File: src/hw/rtl/htks_pkg.sv
package htks_pkg;

   localparam int COUNT_W       = 7;
   localparam int ID_W          = 6;
   localparam int HASH_W        = 64;
   localparam int BYTE_W        = 8;
   localparam int STEP_W        = 5;
   localparam int KEY_BYTES     = 24;
   localparam int WORD_BYTES    = 8;
   localparam int MOD_BITS      = 4;
   localparam int MOD_STEPS     = HASH_W / MOD_BITS;
   localparam int TOP_K_DEFAULT = 8;
   localparam int MAX_EXPERTS   = 64;
   localparam int FNV_SHIFT     = 40;

   localparam logic [HASH_W-1:0]  FNV_BASIS    = 64'hcbf29ce484222325;
   localparam logic [8:0]         FNV_PRIME_LO = 9'h1b3;
   localparam logic [COUNT_W-1:0] COUNT_RESET  = 7'd64;

   typedef enum logic [2:0] {
      HOP_HOLD,
      HOP_BASIS,
      HOP_FOLD,
      HOP_SAVE,
      HOP_RESTORE,
      HOP_MOD_STEP
   } hash_op_type;

   typedef struct packed {
      hash_op_type        op;
      logic [BYTE_W-1:0]  data_byte;
   } hash_ctrl_type;

   typedef enum logic [1:0] {
      LOP_HOLD,
      LOP_CLEAR,
      LOP_INSERT,
      LOP_POP
   } list_op_type;

   typedef enum logic [2:0] {
      S_IDLE,
      S_PREFIX,
      S_SAVE,
      S_ATTEMPT,
      S_MOD,
      S_CHECK,
      S_EMIT,
      S_ERROR
   } state_type;

endpackage

File: src/hw/rtl/hashed_top_k_expert_select_unit.sv
// Channel  Direction  Ports                       Contents
// req      in         req_tvalid/tready/tdata     tdata: step, layer, token
// rsp      out        rsp_tvalid/tready/tdata     tdata: expert number; tlast: is_last;
//                     rsp_tlast/tuser             tuser: bad_count
// csr      in         csr_valid/ready/data        expert pool size
//
// One item first hashes the step, layer and token bytes once, then runs each
// attempt as 8 byte folds, 16 modulo steps of 4 bits and 1 check, then emits
// the results in turn, holding while the output register is still occupied.
// All hashing and remainder steps run through the one FNV multiply and remainder unit in htks_hash.
// Reset is synchronous and clears control state; the expert list entries need none.
// A stalled result holds in the output register; req_tready rises again once
// the last result has moved into it.
module hashed_top_k_expert_select_unit #(
   parameter int TOP_K = htks_pkg::TOP_K_DEFAULT
) (
   input  logic                          clock,
   input  logic                          reset,
   input  logic                          req_tvalid,
   output logic                          req_tready,
   input  logic [127:0]                  req_tdata,   // step, layer, token
   output logic                          rsp_tvalid,
   input  logic                          rsp_tready,
   output logic [7:0]                    rsp_tdata,   // expert number, zero pad
   output logic                          rsp_tlast,
   output logic                          rsp_tuser,   // bad_count
   input  logic                          csr_valid,
   output logic                          csr_ready,
   input  logic [htks_pkg::COUNT_W-1:0]  csr_data
);
   import htks_pkg::*;

   localparam int TOTAL_W = $clog2(TOP_K + 1);

   state_type           state_ff, state_in;
   logic [STEP_W-1:0]   cnt_ff, cnt_in;
   logic [31:0]         attempt_ff, attempt_in;
   logic [COUNT_W-1:0]  count_ff;
   logic [63:0]         step_ff;
   logic [31:0]         layer_ff;
   logic [31:0]         token_ff;
   logic                rsp_valid_ff, rsp_valid_in;
   logic [ID_W-1:0]     rsp_id_ff, rsp_id_in;
   logic                rsp_last_ff, rsp_last_in;
   logic                rsp_bad_ff, rsp_bad_in;

   hash_ctrl_type       hash_ctrl;
   list_op_type         list_op;
   logic [COUNT_W-1:0]  cand;
   logic                dup;
   logic [TOTAL_W-1:0]  total;
   logic [COUNT_W-1:0]  head;
   logic [191:0]        key;
   logic [63:0]         attempt_word;
   logic                req_xfer;
   logic                bad;
   logic                out_free;

   htks_hash u_hash (
      .clock (clock),
      .ctrl  (hash_ctrl),
      .count (count_ff),
      .cand  (cand)
   );

   htks_list #(
      .TOP_K   (TOP_K),
      .TOTAL_W (TOTAL_W)
   ) u_list (
      .clock (clock),
      .reset (reset),
      .op    (list_op),
      .cand  (cand),
      .dup   (dup),
      .total (total),
      .head  (head)
   );

   assign key          = {32'd0, token_ff, 32'd0, layer_ff, step_ff};
   assign attempt_word = {32'd0, attempt_ff};
   assign req_tready   = (state_ff == S_IDLE);
   assign req_xfer     = req_tvalid && req_tready;
   assign bad          = (count_ff < COUNT_W'(TOP_K)) || (count_ff > COUNT_W'(MAX_EXPERTS));
   assign out_free     = !rsp_valid_ff || rsp_tready;
   assign csr_ready    = 1'b1;

   always_comb begin
      state_in          = state_ff;
      cnt_in            = cnt_ff;
      attempt_in        = attempt_ff;
      hash_ctrl.op      = HOP_HOLD;
      hash_ctrl.data_byte = '0;
      list_op           = LOP_HOLD;
      rsp_valid_in      = rsp_valid_ff && !rsp_tready;
      rsp_id_in         = rsp_id_ff;
      rsp_last_in       = rsp_last_ff;
      rsp_bad_in        = rsp_bad_ff;

      unique case (state_ff)
         S_IDLE: begin
            if (req_xfer) begin
               cnt_in     = '0;
               attempt_in = '0;
               if (bad) begin
                  state_in = S_ERROR;
               end else begin
                  hash_ctrl.op = HOP_BASIS;
                  list_op      = LOP_CLEAR;
                  state_in     = S_PREFIX;
               end
            end
         end
         S_PREFIX: begin
            hash_ctrl.op        = HOP_FOLD;
            hash_ctrl.data_byte = key[{cnt_ff, 3'b000} +: BYTE_W];
            cnt_in              = cnt_ff + STEP_W'(1);
            if (cnt_ff == STEP_W'(KEY_BYTES - 1)) begin
               cnt_in   = '0;
               state_in = S_SAVE;
            end
         end
         S_SAVE: begin
            hash_ctrl.op = HOP_SAVE;
            state_in     = S_ATTEMPT;
         end
         S_ATTEMPT: begin
            hash_ctrl.op        = HOP_FOLD;
            hash_ctrl.data_byte = attempt_word[{cnt_ff[2:0], 3'b000} +: BYTE_W];
            cnt_in              = cnt_ff + STEP_W'(1);
            if (cnt_ff == STEP_W'(WORD_BYTES - 1)) begin
               cnt_in   = '0;
               state_in = S_MOD;
            end
         end
         S_MOD: begin
            hash_ctrl.op = HOP_MOD_STEP;
            cnt_in       = cnt_ff + STEP_W'(1);
            if (cnt_ff == STEP_W'(MOD_STEPS - 1)) begin
               cnt_in   = '0;
               state_in = S_CHECK;
            end
         end
         S_CHECK: begin
            list_op      = LOP_INSERT;
            hash_ctrl.op = HOP_RESTORE;
            attempt_in   = attempt_ff + 32'd1;
            if ((!dup && (total == TOTAL_W'(TOP_K - 1))) || (attempt_ff == '1)) begin
               state_in = S_EMIT;
            end else begin
               state_in = S_ATTEMPT;
            end
         end
         S_EMIT: begin
            if (out_free) begin
               list_op      = LOP_POP;
               rsp_valid_in = 1'b1;
               rsp_id_in    = head[ID_W-1:0];
               rsp_last_in  = (total == TOTAL_W'(1));
               rsp_bad_in   = 1'b0;
               if (total == TOTAL_W'(1)) begin
                  state_in = S_IDLE;
               end
            end
         end
         S_ERROR: begin
            if (out_free) begin
               rsp_valid_in = 1'b1;
               rsp_id_in    = '0;
               rsp_last_in  = 1'b1;
               rsp_bad_in   = 1'b1;
               state_in     = S_IDLE;
            end
         end
         default: begin
            state_in = S_IDLE;
         end
      endcase
   end

   always_ff @(posedge clock) begin
      if (reset) begin
         state_ff     <= S_IDLE;
         cnt_ff       <= '0;
         attempt_ff   <= '0;
         count_ff     <= COUNT_RESET;
         rsp_valid_ff <= 1'b0;
      end else begin
         state_ff     <= state_in;
         cnt_ff       <= cnt_in;
         attempt_ff   <= attempt_in;
         rsp_valid_ff <= rsp_valid_in;
         if (csr_valid && csr_ready) begin
            count_ff <= csr_data;
         end
      end
   end

   always_ff @(posedge clock) begin
      if (req_xfer) begin
         step_ff  <= req_tdata[63:0];
         layer_ff <= req_tdata[95:64];
         token_ff <= req_tdata[127:96];
      end
      rsp_id_ff   <= rsp_id_in;
      rsp_last_ff <= rsp_last_in;
      rsp_bad_ff  <= rsp_bad_in;
   end

   assign rsp_tvalid = rsp_valid_ff;
   assign rsp_tdata  = {{(8-ID_W){1'b0}}, rsp_id_ff};
   assign rsp_tlast  = rsp_last_ff;
   assign rsp_tuser  = rsp_bad_ff;

endmodule

File: src/hw/rtl/htks_hash.sv
module htks_hash (
   input  logic                           clock,
   input  htks_pkg::hash_ctrl_type        ctrl,
   input  logic [htks_pkg::COUNT_W-1:0]   count,
   output logic [htks_pkg::COUNT_W-1:0]   cand
);
   import htks_pkg::*;

   logic [HASH_W-1:0]  hash_ff, hash_in;
   logic [HASH_W-1:0]  prefix_ff, prefix_in;
   logic [COUNT_W-1:0] rem_ff, rem_in;
   logic [HASH_W-1:0]  mixed;
   logic [HASH_W-1:0]  product;
   logic [COUNT_W:0]   trial;
   logic [COUNT_W-1:0] rem_work;

   always_comb begin
      mixed   = hash_ff ^ {{(HASH_W-BYTE_W){1'b0}}, ctrl.data_byte};
      product = (mixed << FNV_SHIFT) + HASH_W'(mixed * FNV_PRIME_LO);

      rem_work = rem_ff;
      for (int i = 0; i < MOD_BITS; i++) begin
         trial = {rem_work, hash_ff[HASH_W-1-i]};
         if (trial >= {1'b0, count}) begin
            trial = trial - {1'b0, count};
         end
         rem_work = trial[COUNT_W-1:0];
      end

      hash_in   = hash_ff;
      prefix_in = prefix_ff;
      rem_in    = rem_ff;
      unique case (ctrl.op)
         HOP_HOLD: begin
         end
         HOP_BASIS: begin
            hash_in = FNV_BASIS;
         end
         HOP_FOLD: begin
            hash_in = product;
            rem_in  = '0;
         end
         HOP_SAVE: begin
            prefix_in = hash_ff;
         end
         HOP_RESTORE: begin
            hash_in = prefix_ff;
         end
         HOP_MOD_STEP: begin
            hash_in = hash_ff << MOD_BITS;
            rem_in  = rem_work;
         end
         default: begin
         end
      endcase
   end

   always_ff @(posedge clock) begin
      hash_ff   <= hash_in;
      prefix_ff <= prefix_in;
      rem_ff    <= rem_in;
   end

   assign cand = rem_ff;

endmodule

File: src/hw/rtl/htks_list.sv
module htks_list #(
   parameter int TOP_K   = htks_pkg::TOP_K_DEFAULT,
   parameter int TOTAL_W = $clog2(TOP_K + 1)
) (
   input  logic                           clock,
   input  logic                           reset,
   input  htks_pkg::list_op_type          op,
   input  logic [htks_pkg::COUNT_W-1:0]   cand,
   output logic                           dup,
   output logic [TOTAL_W-1:0]             total,
   output logic [htks_pkg::COUNT_W-1:0]   head
);
   import htks_pkg::*;

   logic [COUNT_W-1:0] entry_ff [TOP_K];
   logic [COUNT_W-1:0] entry_in [TOP_K];
   logic [TOTAL_W-1:0] total_ff, total_in;
   logic [TOP_K-1:0]   lt;
   logic               prev_lt;
   logic [COUNT_W-1:0] prev_entry;

   always_comb begin
      dup = 1'b0;
      for (int i = 0; i < TOP_K; i++) begin
         lt[i] = (TOTAL_W'(i) < total_ff) && (entry_ff[i] < cand);
         if ((TOTAL_W'(i) < total_ff) && (entry_ff[i] == cand)) begin
            dup = 1'b1;
         end
      end

      prev_lt    = 1'b1;
      prev_entry = cand;
      total_in   = total_ff;
      for (int i = 0; i < TOP_K; i++) begin
         entry_in[i] = entry_ff[i];
      end

      unique case (op)
         LOP_HOLD: begin
         end
         LOP_CLEAR: begin
            total_in = '0;
         end
         LOP_INSERT: begin
            if (!dup) begin
               for (int i = 0; i < TOP_K; i++) begin
                  if (lt[i]) begin
                     entry_in[i] = entry_ff[i];
                  end else if (prev_lt) begin
                     entry_in[i] = cand;
                  end else begin
                     entry_in[i] = prev_entry;
                  end
                  prev_lt    = lt[i];
                  prev_entry = entry_ff[i];
               end
               total_in = total_ff + TOTAL_W'(1);
            end
         end
         LOP_POP: begin
            for (int i = 0; i < TOP_K - 1; i++) begin
               entry_in[i] = entry_ff[i+1];
            end
            total_in = total_ff - TOTAL_W'(1);
         end
         default: begin
         end
      endcase
   end

   always_ff @(posedge clock) begin
      for (int i = 0; i < TOP_K; i++) begin
         entry_ff[i] <= entry_in[i];
      end
   end

   always_ff @(posedge clock) begin
      if (reset) begin
         total_ff <= '0;
      end else begin
         total_ff <= total_in;
      end
   end

   assign total = total_ff;
   assign head  = entry_ff[0];

endmodule
File: config.mk
export PLATFORM = sky130hd
export DESIGN_NAME = hashed_top_k_expert_select_unit
export DESIGN_NICKNAME = d
export VERILOG_FILES = /design/src/hw/rtl/htks_pkg.sv /design/src/hw/rtl/hashed_top_k_expert_select_unit.sv /design/src/hw/rtl/htks_hash.sv /design/src/hw/rtl/htks_list.sv
export SDC_FILE = /design/constraint.sdc
export NUM_CORES = 1
export LEC_CHECK = 0
export BUFFER_PORTS_ARGS = -buffer_cell sky130_fd_sc_hd__buf_2
export CORE_MARGIN = 3
export CORE_UTILIZATION = 65
export CTS_CLUSTER_SIZE = 40
export DETAILED_ROUTE_END_ITERATION = 6
export GPL_TIMING_DRIVEN = 0
export PLACE_DENSITY = 0.84
export SLEW_MARGIN = 30
export SYNTH_ARGS = -nofsm -noshare
export SYNTH_HDL_FRONTEND = slang
export SYNTH_HIERARCHICAL = 1
export SYNTH_SLANG_ARGS = --single-unit
File: constraint.sdc
create_clock -name clock -period 10.91 [get_ports clock]
set_clock_uncertainty 0.15 [all_clocks]
set_input_delay 1.091 -clock clock [delete_from_list [all_inputs] [get_ports clock]]
set_output_delay 1.091 -clock clock [all_outputs]
set_load 0.005 [all_outputs]
After elaboration in Yosys (flattened, before gate mapping)
Memory sizes are Yosys's and may differ from the RTL's.
Index checks and enable logic that the tools add are counted.

word-level totals
  bits in registers = 323
  memories = 1
  bits in writable memories = 56
  output and inout bits = 13
  word-level logic and storage cells = 196

operators by class
  bitwise gates (word level) = 1
  multiplexer cells = 69
  $mul = 1
  shift-type cells = 2
  reductions and logical operators = 39
  eq/ne operators = 37
  magnitude comparators = 22
  add/sub/neg operators = 9

memories
  name             words  bits a word  rd ports  clocked after Yosys merged registers in  write ports  RTL line         RTL
  u_list.entry_ff  8      7            8         0                                        8            htks_list.sv:15  logic [COUNT_W-1:0] entry_ff [TOP_K];

operators by type and width
  cell                                                count
  one-hot mux 64 bit (4 select lines)                 1
  variable part select 192 x 9 -> 8 bit               1
  two-way mux 7 bit                                   20
  one-hot mux 49 bit (2 select lines)                 1
  adder 64 bit                                        1
  multiplier 64 x 9 -> 64 bit, second input constant  1
  one-hot mux 32 bit (2 select lines)                 1
  variable part select 64 x 7 -> 8 bit                1
  bitwise XOR 64 x 8 -> 64 bit                        1
  equality test 7 bit                                 8
  < comparator 7 bit                                  8
  two-way mux 56 bit                                  1
  adder 32 x 1 -> 32 bit, second input constant       1
  equality test 32 bit, second input constant         1
  >= comparator 8 x 7 -> 1 bit                        4
  two-way mux 32 bit                                  1
  subtractor 7 bit                                    4
  two-way mux 3 bit                                   9
  one-hot mux 3 bit (8 select lines)                  1
  two-way mux 5 bit                                   4
  one-hot mux 5 bit (4 select lines)                  1
  logical AND 1 bit                                   19
  equality test 3 bit, second input constant          6
  two-way mux 1 bit                                   17
  other kinds (39)                                    67

Depth between registers and ports, before layout
Gate-level depths: netlist (run 1).
An unclocked memory read counts as a cell.

  depth after elaboration = 16
  depth in mapped cells = 37
  gate-level depth less buffers = 36

By module
The synthesis (run 1) kept the hierarchy.

modules (own cells, without submodules)
  module                           area each (µm²)  times used  cells each
  htks_hash                        17825.8          1           1704
  hashed_top_k_expert_select_unit  8042.7           1           552
  htks_list                        4630.7           1           458

Worst setup path after synthesis (run 1)
Ideal clock, no wire load.

  path kind = flip-flop to flip-flop
  start = register u_hash.hash_ff[63]
  end = register u_hash.rem_ff[2], in the netlist u_hash/cand[2], data pin
  required time = 10504 ps
  slack = 3472 ps
  path buffers = 1
  cell stages (with the launch flop) = 35
  arrival time = 7032 ps
  setup time = 256 ps
  period minus slack after synthesis = 7438 ps
  path through = edfxtp_1 -> inv_1 -> ha_1 -> inv_1 -> fa_1 -> a21o_1 -> a21oi_2 -> o21ai_2 -> a21oi_1 -> buf_2 -> mux2_2 -> ha_1 -> nor2b_1 -> o21a_1 -> nor2_1 -> o21ai_1 -> o21ai_1 -> nand3b_4 -> mux2_2 -> ha_1 -> and4_1 -> a311oi_1 -> o2bb2ai_1 -> o211ai_1 -> mux2_4 -> mux2i_1 -> fa_1 -> a21o_1 -> a21oi_1 -> o21bai_1 -> a21oi_1 -> o21ai_0 -> a21o_1 -> or3_1 -> o211a_1

between the ends
  cells in the longest elaborated chain, start to end = 9

ends and longest elaborated chain
  element                                                           RTL line                          RTL
  start, declared                                                   htks_hash.sv:9                    logic [HASH_W-1:0] hash_ff, hash_in;
  start signal, assigned                                            htks_hash.sv:59                   hash_ff <= hash_in;
  subtractor 7 bit or >= comparator 8 x 7 -> 1 bit (tied branches)  htks_hash.sv:25, htks_hash.sv:24
  two-way mux 7 bit *                                               htks_hash.sv:24                   if (trial >= {1'b0, count}) begin
  subtractor 7 bit or >= comparator 8 x 7 -> 1 bit (tied branches)  htks_hash.sv:25, htks_hash.sv:24
  two-way mux 7 bit *                                               htks_hash.sv:24
  >= comparator 8 x 7 -> 1 bit or subtractor 7 bit (tied branches)  htks_hash.sv:24, htks_hash.sv:25
  two-way mux 7 bit *                                               htks_hash.sv:24
  subtractor 7 bit or >= comparator 8 x 7 -> 1 bit (tied branches)  htks_hash.sv:25, htks_hash.sv:24
  two-way mux 7 bit *                                               htks_hash.sv:24
  one-hot mux 7 bit (2 select lines) *                              htks_hash.sv:33                   unique case (ctrl.op)
  end signal, assigned                                              htks_hash.sv:61                   rem_ff <= rem_in;
  end, declared                                                     htks_hash.sv:11                   logic [COUNT_W-1:0] rem_ff, rem_in;

Mark *: on every way between the ends. The rest lies on a longest branch, timed or not.
A chain may end at the register's enable or synchronous reset.

==> flow_summary_export.csv, run 1 <==
group,metric,value,unit
cts,ctsHoldBuffers,0,
global_route,gr-total-overflow,0,
place,port_buffers,147,
sta,relSlewSlack,26.2,%
floorplanning,core-area,45900,um2
cts,clock-sinks,379,
finish,fin_nets,3565,
floorplanning,io_pins,153,
worst_setup_path,crit_type,"reg -> reg",
synth,syn_avg_cell_area,11.2,um2
sta,period_share,83.4,%
floorplanning,die_area,49500,um2
synth,synthCells,2713,
worst_setup_path,critPathMaxFanout,10,
worst_setup_path,cp.arrival,9.28,ns
global_route,grt_first_pass_wirelength,126000,um
cts,cts_tree,"yes",
cts,h-tree-depth,2,
sta,min_period,9.10,ns
floorplanning,chipWidth,223,um
sta,final.setup.tns,0,ns
run_status,status,"finished clean",
worst_setup_path,crit_required,11.09,ns
routing,top_layer,"met5",
global_route,grt_util_all_layers,31.9,%
global_route,grt_pass1_vias,23600,
routing,drc,0,
sta,report.final.slew_viol_count,0,
worst_setup_path,slowest_delay,0.89,ns
cts,clkTransAtPathRegs,0.06,ns
synth,synth_area,30500,um2
routing,routed_via_density,6.34,
cts,clk_path_buf_depth,3,
min_path,hp-start,"attempt_ff[19]",
job,maxCapViolCount,0,
routing,wl_met1,30000,um
sta,hold_viol,0,
finish,fin_util,72.9,%
worst_setup_path,end_kind,"register",
min_path,min_path_type,"reg -> reg",
cts,postCtsSetupBuffers,0,
routing,route.met3.wl,6960,um
synth,yosysWarningCount,6,
routing,wl_met2,38400,um
sta,rsz0062_at_grt,"no",
global_route,antenna_found_initial,2,
finish,drive_gt1_share,12.5,%
floorplanning,die_h,223,um
cts,cts_root_buffer,"clkbuf_16",
routing,postRouteAntennaNets,0,
worst_setup_path,worstReg2RegStart,"cnt_ff[1]",
cts,clock_latency,0.58,ns
routing,wl,78600,um
sta,tightest_slew,1.10,ns
worst_setup_path,cp-start-kind,"register",
routing,drt_iter0_drc,2320,
sta,setup-violations-final,0,
place,dp_hpwl,60900,um
worst_setup_path,crit_top_cell,"inv_1",
cts,cts_resized,0,
cts,cts_buffers,42,
floorplanning,initial_utilization,66.5,%
floorplanning,rows,78,
routing,wl_per_cell,22.2,um
sta,clock.fmax,110,MHz
finish,area_growth,9.67,%
place,place.gp.congestion,0.989,
global_route,grt_max_degree,111,
worst_setup_path,crit_path_start,"cnt_ff[1]",
routing,drt_first_pass_iters,6,
routing,vias,22400,
worst_setup_path,cp_slowest_cell,"xor2_1",
[critical path, delay by kind of cell (launching register included)]
kind | cells | cell delay (ns)
adder cells (fa/ha/maj) | 6 | 2.45
multiplexers | 3 | 1.00
buffers and inverters | 7 | 1.24
AO/OA/AOI/OAI | 7 | 2.18
flip-flops | 1 | 0.35
AND/OR/NAND/NOR | 3 | 0.57
XOR/XNOR | 1 | 0.89
[sequential cells by signal, indices dropped and copies added, names as in the netlist]
| register | flops |
|---|---|
| step_ff | 64 |
| u_hash/hash_ff | 64 |
| u_hash/prefix_ff | 64 |
| u_list/entry_ff | 56 |
| attempt_ff | 32 |
| layer_ff | 32 |
| token_ff | 32 |
| count_ff | 7 |
| u_hash/cand | 7 |
| rsp_id_ff | 6 |
| cnt_ff | 5 |
| u_list/total | 4 |
| state_ff | 3 |
| rsp_tlast | 1 |
| rsp_tuser | 1 |
| rsp_tvalid | 1 |
[layout by cell type, fill, tap and decap left out, drive strengths merged, types with 17 or more instances in the layout]
cell type,count
xnor2,46
nor2b,29
o22ai,41
o211ai,23
nor2,107
clkbuf,118
xor2,45
mux2,26
o21ai,107
fa,252
a22oi,33
edfxtp,327
nand4,45
mux4,40
mux2i,127
nand2b,20
nand2,161
a21oi,125
buf,195
nor3,22
inv,405
a21o,32
dfxtp,52
ha,260
and2,20
nand3,55
and3,17
[worst paths after layout]
check / endpoint / slack [ns] / cells after the start
min reg2reg: attempt_ff[19] / 0.36 / 1
min: attempt_ff[19] / 0.36 / 1
max reg2reg: u_hash/hash_ff[59] / 1.81 / 27
max: u_hash/hash_ff[59] / 1.81 / 27
[area by class of cell]
cell class | instances | area [um2]
fillers | 3066 | 12400
clock inverters | 24 | 215
repair buffers | 155 | 840
inverters | 402 | 1520
clock buffers | 49 | 1100
flip-flops and latches | 379 | 10900
plain buffers | 109 | 553
diodes | 1 | 2.50
multi-input cells | 1824 | 17600
well taps | 600 | 751
[stage by stage]
step / hold slack [ns] / cells / setup slack [ns] / area [um2]
final: 0.365 / 3543 / 1.81 / 33400
after detailed placement: 0.345 / 3469 / 2.12 / 32100
after global placement: 0.342 / 3461 / 1.96 / 32000
after global routing: 0.395 / 3542 / 1.67 / 33400
after floorplan: 0.307 / 2714 / 3.47 / 30500
after CTS: 0.359 / 3542 / 2.03 / 33400
[per-layer routing]
| metal | GRT usage (%) | vias to the layer above |
|---|---|---|
| li1 | - | 10000 |
| met1 | 40.7 | 11000 |
| met2 | 53.6 | 1179 |
| met3 | 6.41 | 252 |
| met4 | 13.5 | 2 |
| met5 | 0 | - |
Power of run 1 is left out: the tool's default activity adds up to more than one toggle a clock period on the data nets, which glitch-free logic cannot reach.
==> run 2: changes to the inputs <==
--- a/config.mk
+++ b/config.mk
@@ -7,11 +7,11 @@
 export LEC_CHECK = 0
 export BUFFER_PORTS_ARGS = -buffer_cell sky130_fd_sc_hd__buf_2
 export CORE_MARGIN = 3
-export CORE_UTILIZATION = 65
+export CORE_UTILIZATION = 63
 export CTS_CLUSTER_SIZE = 40
 export DETAILED_ROUTE_END_ITERATION = 6
 export GPL_TIMING_DRIVEN = 0
-export PLACE_DENSITY = 0.84
+export PLACE_DENSITY = 0.82
 export SLEW_MARGIN = 30
 export SYNTH_ARGS = -nofsm -noshare
 export SYNTH_HDL_FRONTEND = slang
==> constraint.sdc (replaced) <==
create_clock -name clock -period 8.4 [get_ports clock]
set_clock_uncertainty 0.15 [all_clocks]
set_input_delay 0.84 -clock clock [delete_from_list [all_inputs] [get_ports clock]]
set_output_delay 0.84 -clock clock [all_outputs]
set_load 0.005 [all_outputs]
==> run 2 against run 1 <==
Net effect: the flow now finishes with violations (design-rule violations); worst hold slack lost 0.080 ns; fmax grew 11%; utilization fell by 1.1 points; flip-flop and latch count unchanged; non-clock buffer count increased by 12; register-to-register slack lost 1.6 ns; critical path depth shrank 3; cell area increased by 1.2%; die area grew 3.1%; global-route usage fell by 0.84 points; final cell count up 0.68%; first-iteration DRC count decreased by 11%.
==> flow_summary_export.csv, run 2 (synthesized netlist as in run 1, its figures left out) <==
group,metric,value,unit
place,dp_hpwl,60500,um
routing,wl_per_cell,22.0,um
floorplanning,io_pins,153,
min_path,hp-start,"req_tdata[113]",
floorplanning,die_area,51100,um2
sta,hold_viol,0,
place,place.gp.congestion,0.930,
place,port_buffers,147,
cts,clkTransAtPathRegs,0.07,ns
global_route,grt_max_degree,110,
worst_setup_path,crit_required,8.54,ns
cts,cts_buffers,41,
worst_setup_path,crit_type,"reg -> reg",
sta,period_share,97.9,%
worst_setup_path,cp.arrival,8.37,ns
job,maxCapViolCount,0,
cts,clock-sinks,379,
global_route,top_usage_layer,"met2",
sta,report.final.slew_viol_count,0,
min_path,min_path_type,"in -> reg",
sta,clock.fmax,122,MHz
finish,fin_nets,3576,
global_route,grt_use_met1,40.5,%
worst_setup_path,critPathMaxFanout,10,
routing,routed_via_density,6.26,
routing,wl,78500,um
global_route,grt_util_met3,5.86,%
floorplanning,core-area,47100,um2
global_route,grt_first_pass_wirelength,124000,um
floorplanning,chipWidth,226,um
routing,drt_iter0_drc,2068,
finish,drive_gt1_share,13.8,%
global_route,antenna_found_initial,4,
finish,layout_common_cells,"inv_1, edfxtp_1, ha_1, fa_1, nand2_1",
finish,fin_util,71.8,%
run_status,violations,"design-rule violations",
sta,setup-violations-final,0,
finish,final_area,33900,um2
finish,area_growth,11.0,%
run_status,status,"finished, violations left",
cts,clk_path_buf_depth,3,
place,placed_area,32100,um2
cts,h-tree-depth,2,
finish,reg_top3,"step_ff x64, u_hash/hash_ff x64, u_hash/prefix_ff x64",
sta,tightest_slew,0.973,ns
floorplanning,die_h,226,um
routing,vias,22300,
finish,mostFrequentLayoutCell,"inv_1",
floorplanning,initial_utilization,64.7,%
global_route,grtUsageMet2,51.7,%
routing,drt_first_pass_iters,7,
sta,holdWs,0.285,ns
global_route,gr-total-overflow,0,
cts,clock_latency,0.58,ns
worst_setup_path,crit_path_start,"cnt_ff[0]",
cts,cts_root_buffer,"clkbuf_16",
routing,drc,1,
cts,cts_tree,"yes",
global_route,grt_util_all_layers,31.1,%
floorplanning,rows,79,
worst_setup_path,cp-start-kind,"register",
finish,nFillCells,3084,
sta,relSlewSlack,35.1,%
cts,ctsHoldBuffers,0,
global_route,grt_pass1_vias,23200,
sta,min_period,8.23,ns
worst_setup_path,end_kind,"register",
routing,postRouteAntennaNets,0,
worst_setup_path,worstReg2RegStart,"cnt_ff[0]",
sta,final.setup.tns,0,ns
-- run 2: cell count changes in the layout (fill, tap and decap cells not counted), moves of 3 or more --
cell | previous run | this run
xor2_1 | 45 | 37
a21oi_2 | 3 | 6
buf_4 | 16 | 29
mux2i_2 | 0 | 3
xor2_2 | 0 | 6
clkbuf_1 | 69 | 64
bufinv_16 | 3 | 6
mux2i_1 | 127 | 123
a21oi_1 | 122 | 119
-- run 2: cell type report --
cell class | count | area [um2] | area share [%]
diodes | 3 | 7.51 | 0.0222
plain buffers | 109 | 563 | 1.66
clock buffers | 48 | 1120 | 3.30
clock inverters | 28 | 322 | 0.950
inverters | 402 | 1520 | 4.48
multi-input cells | 1824 | 17800 | 52.5
flip-flops and latches | 379 | 10900 | 32.1
well taps | 607 | 759 | 2.24
repair buffers | 167 | 930 | 2.75
-- run 2: per-stage QoR --
stage	cells	setup WS [ns]
global route	3565	-0.0772
detailed placement	3476	-0.411
floorplan	2714	0.962
global placement	3468	-0.435
CTS	3553	0.00417
finish	3567	0.174
-- run 2: path summary, 6_finish.rpt --
kind	endpoint	slack [ns]	cells past startpoint
hold / removal	token_ff[17]	0.29	1
hold reg to reg	u_hash/prefix_ff[58]	0.37	0
setup / recovery	u_hash/hash_ff[61]	0.17	24
setup reg to reg	u_hash/hash_ff[61]	0.17	24
-- run 2: worst max-delay path, cell delays in order, from the launching register on --
cell and delay, ns:
dfxtp_1 0.34, buf_2 0.31, clkbuf_4 0.36, mux4_2 0.55, mux2i_1 0.34, o211ai_1 0.20
xor2_2 0.50, ha_1 0.33, inv_1 0.10, fa_1 0.56, inv_1 0.07, fa_1 0.52
fa_1 0.49, ha_1 0.31, ha_1 0.38, and2_1 0.17, o211a_1 0.20, a21oi_1 0.38
a2111oi_2 0.19, or2_2 0.37, a41o_1 0.37, a211oi_2 0.32, o21ai_1 0.19, nand2_1 0.10
o211ai_1 0.12
-- run 2: routing by layer --
layer	share of wire (%)	routed length (um)
met1	39	30600
met2	49	38500
met3	7.9	6220
met4	4.1	3210
met5	0.017	13
-- run 2: repair_timing --
item / 4_1_cts / 5_1_grt
resized for setup: 13 / 27
gates cloned: 0 / 0
pin swaps: 1 / 9
buffers inserted: 1 / 11
setup endpoints to repair: 24 / 29
Power of run 2 is left out for the same reason.
